===== src/hdl/dht_pkg.sv =====
package dht_pkg;

    localparam int MAX_SLOTS  = 16;
    localparam int SLOT_W     = $clog2(MAX_SLOTS);
    localparam int SIZE_W     = 5;
    localparam int KEY_W      = 31;
    localparam int MODE_W     = 2;
    localparam int QUEUE_DEPTH = 2;
    localparam logic [SIZE_W-1:0] SIZE_RESET = 5'd11;
    localparam logic [1:0] ADDR_TABLE_SIZE = 2'd0;

    typedef enum logic [MODE_W-1:0] {
        MODE_INSERT = 2'd0,
        MODE_SEARCH = 2'd1,
        MODE_DELETE = 2'd2,
        MODE_NONE   = 2'd3
    } mode_t;

    typedef enum logic [1:0] {
        ST_EMPTY = 2'd0,
        ST_KEY   = 2'd1,
        ST_TOMB  = 2'd2,
        ST_SPARE = 2'd3
    } status_t;

    // Request handed from the front end to the probe engine
    typedef struct packed {
        mode_t             mode;
        logic [KEY_W-1:0]  key;
        logic [SLOT_W:0]   size;
        logic [SLOT_W-1:0] home;
        logic [3:0]        stride;
    } job_t;

    typedef enum logic [1:0] {
        FE_IDLE,
        FE_MOD,
        FE_PUSH
    } fe_state_t;

    typedef enum logic [1:0] {
        BE_IDLE,
        BE_PROBE,
        BE_CHECK,
        BE_DONE
    } be_state_t;

endpackage


===== src/hdl/dht_front.sv =====
module dht_front (
    input  logic                            clk,
    input  logic                            rst_n,
    input  logic                            in_valid,
    output logic                            in_stall,
    input  logic [dht_pkg::MODE_W-1:0]      mode,
    input  logic [dht_pkg::KEY_W-1:0]       key,
    input  logic [dht_pkg::SIZE_W-1:0]      table_size,
    output logic                            job_valid,
    input  logic                            job_full,
    output dht_pkg::job_t                   job
);

    localparam int REM_W = dht_pkg::SLOT_W + 1;
    localparam int BIT_CNT_W = $clog2(dht_pkg::KEY_W + 1);

    dht_pkg::fe_state_t state_reg, state_next;
    logic [dht_pkg::KEY_W-1:0] key_reg, key_next;
    logic [dht_pkg::MODE_W-1:0] mode_reg, mode_next;
    logic [REM_W-1:0] size_reg, size_next;
    logic [REM_W-1:0] rem_reg, rem_next;
    logic [BIT_CNT_W-1:0] bit_reg, bit_next;
    logic [REM_W-1:0] eff_size;
    logic [REM_W:0] shifted;

    // Clamp the configured size into the supported range
    always_comb
    begin
        if (table_size < 5'd2)
            eff_size = REM_W'(2);
        else if (table_size > dht_pkg::SIZE_W'(dht_pkg::MAX_SLOTS))
            eff_size = REM_W'(dht_pkg::MAX_SLOTS);
        else
            eff_size = table_size[REM_W-1:0];
    end

    always_ff @(posedge clk or negedge rst_n)
    begin
        if (!rst_n)
        begin
            state_reg <= dht_pkg::FE_IDLE;
        end
        else
        begin
            state_reg <= state_next;
        end
    end

    always_ff @(posedge clk)
    begin
        key_reg  <= key_next;
        mode_reg <= mode_next;
        size_reg <= size_next;
        rem_reg  <= rem_next;
        bit_reg  <= bit_next;
    end

    // Restoring remainder, one key bit per cycle from the top
    assign shifted = {rem_reg, key_reg[bit_reg[BIT_CNT_W-1:0] - BIT_CNT_W'(1)]};

    always_comb
    begin
        state_next = state_reg;
        key_next   = key_reg;
        mode_next  = mode_reg;
        size_next  = size_reg;
        rem_next   = rem_reg;
        bit_next   = bit_reg;
        in_stall   = 1'b1;
        job_valid  = 1'b0;
        job.mode   = dht_pkg::mode_t'(mode_reg);
        job.key    = key_reg;
        job.size   = size_reg;
        job.home   = rem_reg[dht_pkg::SLOT_W-1:0];
        job.stride = 4'(5'd8 - {2'b00, key_reg[2:0]});
        unique case (state_reg)
            dht_pkg::FE_IDLE:
            begin
                in_stall = 1'b0;
                if (in_valid)
                begin
                    key_next   = key;
                    mode_next  = mode;
                    size_next  = eff_size;
                    rem_next   = '0;
                    bit_next   = BIT_CNT_W'(dht_pkg::KEY_W);
                    state_next = dht_pkg::FE_MOD;
                end
            end
            dht_pkg::FE_MOD:
            begin
                if (shifted >= {1'b0, size_reg})
                    rem_next = REM_W'(shifted - {1'b0, size_reg});
                else
                    rem_next = shifted[REM_W-1:0];
                bit_next = bit_reg - BIT_CNT_W'(1);
                if (bit_reg == BIT_CNT_W'(1))
                    state_next = dht_pkg::FE_PUSH;
            end
            dht_pkg::FE_PUSH:
            begin
                job_valid = !job_full;
                if (!job_full)
                    state_next = dht_pkg::FE_IDLE;
            end
            default:
            begin
                state_next = dht_pkg::FE_IDLE;
            end
        endcase
    end

endmodule


===== src/hdl/dht_queue.sv =====
module dht_queue (
    input  logic          clk,
    input  logic          rst_n,
    input  logic          push,
    input  dht_pkg::job_t push_data,
    output logic          full,
    input  logic          pop,
    output logic          not_empty,
    output dht_pkg::job_t pop_data
);

    localparam int PTR_W = $clog2(dht_pkg::QUEUE_DEPTH);

    dht_pkg::job_t entry_reg [dht_pkg::QUEUE_DEPTH];
    logic [PTR_W-1:0] wr_reg, rd_reg;
    logic [PTR_W:0] count_reg;

    assign full      = (count_reg == (PTR_W+1)'(dht_pkg::QUEUE_DEPTH));
    assign not_empty = (count_reg != '0);
    assign pop_data  = entry_reg[rd_reg];

    // Advance pointers and occupancy
    always_ff @(posedge clk or negedge rst_n)
    begin
        if (!rst_n)
        begin
            wr_reg    <= '0;
            rd_reg    <= '0;
            count_reg <= '0;
        end
        else
        begin
            if (push)
                wr_reg <= wr_reg + PTR_W'(1);
            if (pop)
                rd_reg <= rd_reg + PTR_W'(1);
            if (push && !pop)
                count_reg <= count_reg + (PTR_W+1)'(1);
            else if (pop && !push)
                count_reg <= count_reg - (PTR_W+1)'(1);
        end
    end

    always_ff @(posedge clk)
    begin
        if (push)
            entry_reg[wr_reg] <= push_data;
    end

endmodule


===== src/hdl/dht_back.sv =====
module dht_back (
    input  logic                          clk,
    input  logic                          rst_n,
    input  logic                          job_ready,
    input  dht_pkg::job_t                 job,
    output logic                          job_pop,
    output logic                          out_valid,
    input  logic                          out_stall,
    output logic                          ok,
    output logic [dht_pkg::SLOT_W-1:0]    slot
);

    localparam int SW = dht_pkg::SLOT_W;

    dht_pkg::be_state_t state_reg, state_next;
    dht_pkg::job_t job_reg, job_next;
    logic [SW-1:0] pos_reg, pos_next;
    logic [SW:0] cnt_reg, cnt_next;
    logic ok_reg, ok_next;
    logic [SW-1:0] slot_reg, slot_next;
    logic [dht_pkg::MAX_SLOTS-1:0] used_reg, used_next;
    logic [dht_pkg::MAX_SLOTS-1:0] tomb_reg, tomb_next;
    logic [dht_pkg::KEY_W-1:0] key_mem [dht_pkg::MAX_SLOTS];
    logic [dht_pkg::KEY_W-1:0] rd_key_reg;
    logic key_we;
    logic [SW+4:0] step_sum;
    logic [SW:0] step_red;
    dht_pkg::status_t st;

    assign out_valid = (state_reg == dht_pkg::BE_DONE);
    assign ok = ok_reg;
    assign slot = slot_reg;

    always_ff @(posedge clk or negedge rst_n)
    begin
        if (!rst_n)
        begin
            state_reg <= dht_pkg::BE_IDLE;
            used_reg  <= '0;
            tomb_reg  <= '0;
        end
        else
        begin
            state_reg <= state_next;
            used_reg  <= used_next;
            tomb_reg  <= tomb_next;
        end
    end

    always_ff @(posedge clk)
    begin
        job_reg    <= job_next;
        pos_reg    <= pos_next;
        cnt_reg    <= cnt_next;
        ok_reg     <= ok_next;
        slot_reg   <= slot_next;
        rd_key_reg <= key_mem[pos_reg];
        if (key_we)
            key_mem[pos_reg] <= job_reg.key;
    end

    // Next probe: pos + stride, stride at most 8 and size at least 2, so up to four subtracts
    assign step_sum = (SW+5)'(pos_reg) + (SW+5)'(job_reg.stride);
    always_comb
    begin
        logic [SW+4:0] t;
        t = step_sum;
        for (int n = 0; n < 4; n++)
        begin
            if (t >= (SW+5)'(job_reg.size))
                t = t - (SW+5)'(job_reg.size);
        end
        step_red = t[SW:0];
    end

    always_comb
    begin
        if (used_reg[pos_reg])
            st = dht_pkg::ST_KEY;
        else if (tomb_reg[pos_reg])
            st = dht_pkg::ST_TOMB;
        else
            st = dht_pkg::ST_EMPTY;
    end

    always_comb
    begin
        state_next = state_reg;
        job_next   = job_reg;
        pos_next   = pos_reg;
        cnt_next   = cnt_reg;
        ok_next    = ok_reg;
        slot_next  = slot_reg;
        used_next  = used_reg;
        tomb_next  = tomb_reg;
        job_pop    = 1'b0;
        key_we     = 1'b0;
        unique case (state_reg)
            dht_pkg::BE_IDLE:
            begin
                if (job_ready)
                begin
                    job_pop    = 1'b1;
                    job_next   = job;
                    pos_next   = job.home;
                    cnt_next   = '0;
                    ok_next    = 1'b0;
                    slot_next  = '0;
                    state_next = (job.mode == dht_pkg::MODE_NONE) ?
                                 dht_pkg::BE_DONE : dht_pkg::BE_PROBE;
                end
            end
            dht_pkg::BE_PROBE:
            begin
                // Insert resolves on status alone; lookups wait for key read
                if (job_reg.mode == dht_pkg::MODE_INSERT)
                begin
                    if (st != dht_pkg::ST_KEY)
                    begin
                        key_we            = 1'b1;
                        used_next[pos_reg] = 1'b1;
                        tomb_next[pos_reg] = 1'b0;
                        ok_next           = 1'b1;
                        slot_next         = pos_reg;
                        state_next        = dht_pkg::BE_DONE;
                    end
                    else if (cnt_reg + (SW+1)'(1) >= job_reg.size)
                        state_next = dht_pkg::BE_DONE;
                    else
                    begin
                        cnt_next = cnt_reg + (SW+1)'(1);
                        pos_next = step_red[SW-1:0];
                    end
                end
                else if (st == dht_pkg::ST_EMPTY)
                    state_next = dht_pkg::BE_DONE;
                else
                    state_next = dht_pkg::BE_CHECK;
            end
            dht_pkg::BE_CHECK:
            begin
                if (st == dht_pkg::ST_KEY && rd_key_reg == job_reg.key)
                begin
                    if (job_reg.mode == dht_pkg::MODE_DELETE)
                    begin
                        used_next[pos_reg] = 1'b0;
                        tomb_next[pos_reg] = 1'b1;
                    end
                    ok_next    = 1'b1;
                    slot_next  = pos_reg;
                    state_next = dht_pkg::BE_DONE;
                end
                else if (cnt_reg + (SW+1)'(1) >= job_reg.size)
                    state_next = dht_pkg::BE_DONE;
                else
                begin
                    cnt_next   = cnt_reg + (SW+1)'(1);
                    pos_next   = step_red[SW-1:0];
                    state_next = dht_pkg::BE_PROBE;
                end
            end
            dht_pkg::BE_DONE:
            begin
                if (!out_stall)
                    state_next = dht_pkg::BE_IDLE;
            end
            default:
            begin
                state_next = dht_pkg::BE_IDLE;
            end
        endcase
    end

endmodule


===== src/hdl/double_hash_table_top.sv =====
// Flow: the front end computes the key remainder bit-serially (FE_MOD) and hands the
// job on in FE_PUSH; the back end pops it, then runs BE_PROBE for each insert probe
// or BE_PROBE and BE_CHECK for each search/delete probe (up to table size probes),
// then the result. The front end takes a new request once its job is pushed, while
// the back end still probes; a full queue or an output stall can hold requests off.
// Reset (rst_n, async low): table empty, table_size 11, queue clear, out_valid low.
module double_hash_table_top (
    input  logic                           clk,
    input  logic                           rst_n,
    input  logic                           in_valid,
    output logic                           in_stall,
    input  logic [dht_pkg::MODE_W-1:0]     mode,
    input  logic [dht_pkg::KEY_W-1:0]      key,
    output logic                           out_valid,
    input  logic                           out_stall,
    output logic                           ok,
    output logic [dht_pkg::SLOT_W-1:0]     slot,
    input  logic                           psel,
    input  logic                           penable,
    input  logic                           pwrite,
    input  logic [1:0]                     paddr,
    input  logic [31:0]                    pwdata,
    output logic [31:0]                    prdata,
    output logic                           pready
);

    logic [dht_pkg::SIZE_W-1:0] size_reg;
    logic job_valid, q_full, q_ready, q_pop;
    dht_pkg::job_t fe_job, q_job;

    // Hold the size register
    assign pready = 1'b1;
    assign prdata = (paddr == dht_pkg::ADDR_TABLE_SIZE) ? {27'd0, size_reg} : 32'd0;

    always_ff @(posedge clk or negedge rst_n)
    begin
        if (!rst_n)
            size_reg <= dht_pkg::SIZE_RESET;
        else if (psel && penable && pwrite && paddr == dht_pkg::ADDR_TABLE_SIZE)
            size_reg <= pwdata[dht_pkg::SIZE_W-1:0];
    end

    dht_front u_front (
        .clk        (clk),
        .rst_n      (rst_n),
        .in_valid   (in_valid),
        .in_stall   (in_stall),
        .mode       (mode),
        .key        (key),
        .table_size (size_reg),
        .job_valid  (job_valid),
        .job_full   (q_full),
        .job        (fe_job)
    );

    dht_queue u_queue (
        .clk       (clk),
        .rst_n     (rst_n),
        .push      (job_valid),
        .push_data (fe_job),
        .full      (q_full),
        .pop       (q_pop),
        .not_empty (q_ready),
        .pop_data  (q_job)
    );

    dht_back u_back (
        .clk       (clk),
        .rst_n     (rst_n),
        .job_ready (q_ready),
        .job       (q_job),
        .job_pop   (q_pop),
        .out_valid (out_valid),
        .out_stall (out_stall),
        .ok        (ok),
        .slot      (slot)
    );

endmodule


===== config.mk =====
export PLATFORM = sky130hd
export DESIGN_NAME = double_hash_table_top
export DESIGN_NICKNAME = d
export VERILOG_FILES = /design/src/hdl/dht_pkg.sv /design/src/hdl/dht_front.sv /design/src/hdl/dht_queue.sv /design/src/hdl/dht_back.sv /design/src/hdl/double_hash_table_top.sv
export SDC_FILE = /design/constraint.sdc
export NUM_CORES = 1
export LEC_CHECK = 0
export BUFFER_PORTS_ARGS = -buffer_cell sky130_fd_sc_hd__buf_2
export CAP_MARGIN = 20
export CORE_ASPECT_RATIO = 1.25
export CORE_MARGIN = 2
export CORE_UTILIZATION = 35
export DETAILED_ROUTE_END_ITERATION = 12
export SETUP_SLACK_MARGIN = 0.5
export SLEW_MARGIN = 20
export SYNTH_ARGS = -nofsm -noshare
export SYNTH_HDL_FRONTEND = slang
export SYNTH_SLANG_ARGS = --single-unit
export TNS_END_PERCENT = 1

===== constraint.sdc =====
create_clock -name clk -period 16.1 [get_ports clk]
set_clock_uncertainty 0.05 [all_clocks]
set_input_delay 2.415 -clock clk [delete_from_list [all_inputs] [get_ports clk]]
set_output_delay 2.415 -clock clk [all_outputs]
set_load 0.01 [all_outputs]

==> flow_summary.json, run 1 <==
{
  "cts_max_level": 3,
  "fin_crit_ps": 8410,
  "syn_avg_cell_area_um2": 20.1,
  "n_fill_cell": 7758,
  "yosysWarnings": 0,
  "grt.total_usage_pct": 14.1,
  "vias": 14200,
  "crit_type": "reg -> reg",
  "via_per_inst": 4.99,
  "fin_crit_sh_pct": 52.3,
  "cp_max_fo": 44,
  "totalWireLength_um": 63600,
  "tns_ps": 0,
  "drt-initial-drc-count": 1004,
  "ys_ff_latch": 765,
  "synth_edf_count": 689,
  "numCtsBuffers": 69,
  "holdWs_ps": 426,
  "nets": 1751,
  "cts-root-buf": "clkbuf_16",
  "peakVddDrop_v": 0.000390,
  "r2r_cells": 30,
  "cp.arrival_ps": 8690,
  "final_common_cell": "edfxtp_1",
  "drive_above_1_share_pct": 27.9,
  "holdPathEnd": "u_queue.entry_reg[1][41]$_DFFE_PP_",
  "area_growth_pct": 13.5,
  "port_buffers": 58,
  "crit_slowest_cell": "buf_4",
  "wl_met3_um": 2360,
  "hold_buffers": 0,
  "ioPinCount": 114,
  "slew_violations": 0,
  "cts_tree": "yes",
  "largest_reg_flops": 496,
  "diodes": 0,
  "cts_buffer_depth": 3,
  "status": "finished, final reports clean",
  "syn-cell-area_um2": 30800,
  "finalSetupViolCount": 0,
  "dr.pass1.iters": 7,
  "gp_congestion": 0.746,
  "seq_area_um2": 22400,
  "ctsResizeCount": 0,
  "r2r_slack_ps": 7690,
  "ys_async_sr_fraction_pct": 5.88,
  "total_power_mw": 8.24,
  "multi_input_area_um2": 7990,
  "worst_pin_slew_ps": 1160,
  "die_h_um": 336,
  "wl_met2_um": 34800,
  "reg2reg_from": "u_back.pos_reg[2]$_DFFE_PP_",
  "antenna_found_initial": 0,
  "grt_max_degree": 144,
  "rows": 121,
  "dp_slack_ps": 7620,
  "leakage_nw": 11.6,
  "finalNonFillerCells": 2848,
  "required_ps": 16370,
  "max_freq_mhz": 119,
  "top_layer_used": "met4",
  "cts.sinks": 765,
  "timing.rr.end": "u_back.pos_reg[2]$_DFFE_PP_",
  "wl_met1_um": 25200,
  "grt_overflow": 0,
  "start_kind": "flip-flop",
  "hp-class": "reg -> reg",
  "postRouteAntennaNets": 0,
  "hold_viol": 0,
  "initial_utilization_pct": 35.3,
  "hold_start": "u_front.key_reg[28]$_DFFE_PP_",
  "maxCapViolations": 0,
  "die_x_um": 269,
  "final_cell_mix": "689 x edfxtp_1, 172 x mux4_2, 70 x clkbuf_16, 57 x buf_2, 54 x mux2_2",
  "cts.clk_slew.worst_paths_ps": 70,
  "slew-limit-headroom_pct": 21.9,
  "drc": 0,
  "rsz0062_at_grt": "no",
  "crit_top_cell": "ha_1",
  "netlist_instances": 1532,
  "postCtsSetupRepairBufs": 0,
  "ys_seq_area_share_pct": 72.9,
  "ys_types": 63,
  "worstSetupEndpointType": "flip-flop",
  "die_area_um2": 90400,
  "cpPeakStageDelay_ps": 770,
  "hpwl_um": 35600,
  "powerDensity_nw_per_um2": 236,
  "ys.flop_type": "edfxtp_1",
  "core_area_um2": 87200,
  "wl_per_cell_um": 22.3,
  "clkLatencyLatePin_ps": 610,
  "holdPathStages": 0,
  "grt_pass1_wl_um": 95200,
  "post-place-cells": 2725,
  "setup_ws_ps": 7690,
  "grt_pass1_vias": 15200
}
## logic make-up (layout without fill, tap and decap cells)
kind of cell               after synthesis  count (layout)  synth area share, %
muxes                                  272             272                 16.2
DFF                                    765             765                 72.9
adders and majority gates               49              49                 2.14
buffers and inverters                  122             244                 1.87
AOI/OAI and AO/OA                       89              89                 1.98
xor gates and xnor gates                60              60                 1.71
and+or+nand+nor                        173             173                 3.21
other                                    2              28               0.0244
## worst max-delay path by stage
stage                                 from                     endpoint  slack [ps]  depth (start not counted)
5_1_grt        u_back.pos_reg[2]$_DFFE_PP_  u_back.pos_reg[2]$_DFFE_PP_        6960                         30
3_3_place_gp   u_back.pos_reg[2]$_DFFE_PP_  u_back.pos_reg[2]$_DFFE_PP_        7800                         30
4_1_cts        u_back.pos_reg[2]$_DFFE_PP_  u_back.pos_reg[2]$_DFFE_PP_        7580                         30
2_1_floorplan  u_back.job_reg[0]$_DFFE_PP_  u_back.pos_reg[1]$_DFFE_PP_        8630                         31
3_5_place_dp   u_back.pos_reg[2]$_DFFE_PP_  u_back.pos_reg[2]$_DFFE_PP_        7620                         30
6_report       u_back.pos_reg[2]$_DFFE_PP_  u_back.pos_reg[2]$_DFFE_PP_        7690                         30
## metrics by stage
stage / area, um^2 / utilization [%]
final: 34900 / 40.1
after global routing: 34900 / 40.1
after CTS: 34900 / 40.0
after detailed placement: 32500 / 37.3
after global placement: 32500 / 37.3
after floorplan: 30900 / -
## synthesized netlist by cell type, types with 3 or more instances
| cell | instances | area share [%] |
|---|---|---|
| buf_4 | 28 | 0.68 |
| and3_1 | 4 | 0.081 |
| a211o_1 | 3 | 0.085 |
| buf_2 | 3 | 0.049 |
| buf_1 | 14 | 0.17 |
| o31ai_1 | 3 | 0.073 |
| clkbuf_1 | 39 | 0.48 |
| mux2i_1 | 14 | 0.46 |
| nor3_1 | 13 | 0.21 |
| nor2_1 | 40 | 0.49 |
| dfrtp_1 | 42 | 3.4 |
| a211oi_1 | 5 | 0.12 |
| o21a_1 | 4 | 0.098 |
| nand4_4 | 4 | 0.28 |
| xnor2_1 | 48 | 1.4 |
| a21o_1 | 15 | 0.37 |
| mux2_1 | 32 | 1.2 |
| nor2_2 | 12 | 0.24 |
| a21oi_1 | 20 | 0.33 |
| nor3_2 | 4 | 0.13 |
| xor2_1 | 12 | 0.34 |
| dfxtp_1 | 31 | 2.0 |
| nand2b_1 | 12 | 0.24 |
| nand3_1 | 8 | 0.13 |
| mux4_2 | 172 | 13 |
| inv_1 | 37 | 0.45 |
| nor2b_1 | 11 | 0.22 |
| nand2_1 | 25 | 0.30 |
| dfstp_2 | 3 | 0.26 |
| fa_1 | 6 | 0.39 |
| and2_1 | 14 | 0.28 |
| mux2_2 | 54 | 2.0 |
| o21ai_0 | 16 | 0.26 |
| or3_1 | 6 | 0.12 |
| edfxtp_1 | 689 | 67 |
| nand4_1 | 11 | 0.22 |
| ha_1 | 43 | 1.7 |
## layer usage
metal / GRT usage [%] / vias to the layer above
met3: 1.77 / 80
li1: - / 6286
met4: 4.48 / 0
met1: 16.6 / 7524
met5: 0 / -
met2: 26.6 / 329
## cell type report
cell class / instances / share of cell area, %
inverter: 37 / 0.398
clock inverter: 28 / 1.10
timing repair buffer: 84 / 1.47
clock buffer: 95 / 5.71
tap: 1168 / 4.18
sequential: 765 / 64.3
multi-input combinational: 671 / 22.9
## power breakdown
| group | leakage, nW | internal [mW] | switching (mW) | total, mW |
|---|---|---|---|---|
| sequential | 7.07 | 2.54 | 0.213 | 2.75 |
| clock | 1.16 | 1.00 | 0.712 | 1.71 |
| combinational | 3.36 | 1.81 | 1.96 | 3.78 |
## worst max-delay path: cells and delay by family (launching register included)
kind,cells,cell delay (ps)
compound gates,15,3140
xor+xnor,1,200
fa+ha+maj,5,1740
buf+inv,2,850
flops,1,330
mux,2,660
simple gates,5,1180
Power figures use the tool's default switching activity.
==> inputs of run 2 (changes only) <==
- clock period: 16.1 -> 7.3 ns (I/O delays scaled with it)
==> flow_summary.json, run 2 (synthesis gave the netlist of run 1 again) <==
{
  "area_growth_pct": 14.7,
  "crit_buf_inv": 3,
  "hold_buffers": 0,
  "hold_start": "u_front.mode_reg[1]$_DFFE_PP_",
  "nets": 1777,
  "initial_utilization_pct": 35.3,
  "grt_pass1_wl_um": 96900,
  "wl_per_cell_um": 22.4,
  "rsz0062_at_grt": "yes",
  "cpPeakStageDelay_ps": 440,
  "finalSetupViolCount": 0,
  "required_ps": 7600,
  "cts_buffer_depth": 3,
  "hp-class": "reg -> reg",
  "dr.pass1.iters": 7,
  "die_x_um": 269,
  "final_cell_mix": "689 x edfxtp_1, 172 x mux4_2, 72 x clkbuf_16, 58 x buf_2, 50 x mux2_2",
  "diodes": 0,
  "fin_crit_ps": 7010,
  "fin_crit_sh_pct": 96.0,
  "crit_family": "compound AO/OA/AOI/OAI gates",
  "status": "finished, final reports clean",
  "r2r_cells": 28,
  "final_area_um2": 35300,
  "reg2reg_from": "u_back.job_reg[0]$_DFFE_PP_",
  "slew-limit-headroom_pct": 34.1,
  "cts.sinks": 765,
  "slew_violations": 0,
  "drc": 0,
  "grt.total_usage_pct": 14.3,
  "timing.rr.end": "u_back.pos_reg[3]$_DFFE_PP_",
  "rows": 121,
  "clkLatencyLatePin_ps": 620,
  "grt_overflow": 0,
  "ioPinCount": 114,
  "worst_pin_slew_ps": 989,
  "start_kind": "flip-flop",
  "hold_viol": 0,
  "grt_max_degree": 143,
  "holdPathStages": 0,
  "multi_input_area_um2": 8210,
  "worstSetupEndpointType": "flip-flop",
  "crit_type": "reg -> reg",
  "final_common_cell": "edfxtp_1",
  "holdPathEnd": "u_queue.entry_reg[1][45]$_DFFE_PP_",
  "gp_congestion": 0.791,
  "crit_slowest_cell": "edfxtp_1",
  "largest_reg_flops": 496,
  "via_per_inst": 5.03,
  "placed_area_um2": 32800,
  "port_buffers": 58,
  "numCtsBuffers": 70,
  "max_freq_mhz": 143,
  "cts_max_level": 3,
  "vias": 14500,
  "cp.arrival_ps": 7310,
  "cts-root-buf": "clkbuf_16",
  "totalWireLength_um": 64600,
  "postRouteAntennaNets": 0,
  "hpwl_um": 36300,
  "seq_area_um2": 22400,
  "drive_above_1_share_pct": 30.5,
  "r2r_slack_ps": 290,
  "grt_pass1_vias": 15600,
  "cts_tree": "yes",
  "cts.clk_slew.worst_paths_ps": 60,
  "die_h_um": 336,
  "die_area_um2": 90400,
  "cp_max_fo": 7,
  "core_area_um2": 87200,
  "antenna_found_initial": 1,
  "n_fill_cell": 7763,
  "drt-initial-drc-count": 1046,
  "maxCapViolations": 0
}
## run 2: cell count changes in the layout (fill, tap and decap cells not counted), moves of 4 or more
cell,delta
a21oi_1,-5
a21oi_2,+5
buf_4,+24
clkbuf_1,+5
clkbuf_8,-9
clkinv_1,+5
ha_1,-9
ha_4,+8
mux2_2,-4
mux2_4,+4
## run 2: per-stage QoR
step                worst slack [ps]  utilization, %  hold slack, ps  instances  TNS, ps
global route                   -43.3            40.5             441       2879    -86.6
finish                           291            40.5             427       2879        0
detailed placement             -53.0            37.6             414       2744    -93.6
CTS                              241            40.5             430       2879        0
floorplan                        289               -             371       1558        0
global placement                16.9            37.6             408       2744        0
## run 2: final cells by class
class / instances / area share (%)
Sequential cell: 765 / 63.5
Multi-Input combinational cell: 671 / 23.2
Clock buffer: 93 / 5.49
Tap cell: 1168 / 4.14
Timing Repair Buffer: 109 / 1.98
Clock inverter: 36 / 1.21
Inverter: 37 / 0.393
## run 2: worst max path at each step
stage / startpoint / end / slack [ps] / cells past startpoint
after floorplan: u_back.job_reg[0]$_DFFE_PP_ / u_back.pos_reg[1]$_DFFE_PP_ / 290 / 32
after global placement: u_back.job_reg[0]$_DFFE_PP_ / u_back.pos_reg[2]$_DFFE_PP_ / 20 / 30
after detailed placement: u_back.job_reg[0]$_DFFE_PP_ / u_back.pos_reg[1]$_DFFE_PP_ / -50 / 30
after CTS: u_back.job_reg[0]$_DFFE_PP_ / u_back.pos_reg[3]$_DFFE_PP_ / 240 / 29
after global routing: u_back.job_reg[0]$_DFFE_PP_ / u_back.pos_reg[1]$_DFFE_PP_ / -40 / 30
final: u_back.job_reg[0]$_DFFE_PP_ / u_back.pos_reg[3]$_DFFE_PP_ / 290 / 28
## run 2: repair_timing
action	in CTS	in global routing
endpoints found under the hold margin	0	0
pin swaps	11	3
setup buffers	6	0
resized for setup	10	5
endpoints found under the setup margin	4	4
## run 2: layer usage
metal	wire length [um]	global-route usage [%]	up-vias	share of wire, %
li1	-	-	6347	-
met1	25700	17.0	7679	40
met2	34800	26.7	371	54
met3	3120	2.29	73	4.8
met4	1090	3.94	0	1.7
met5	0	0	-	0
Power of run 2 is left out: the tool's default activity adds up to more than one toggle a clock period on the data nets, which glitch-free logic cannot reach.
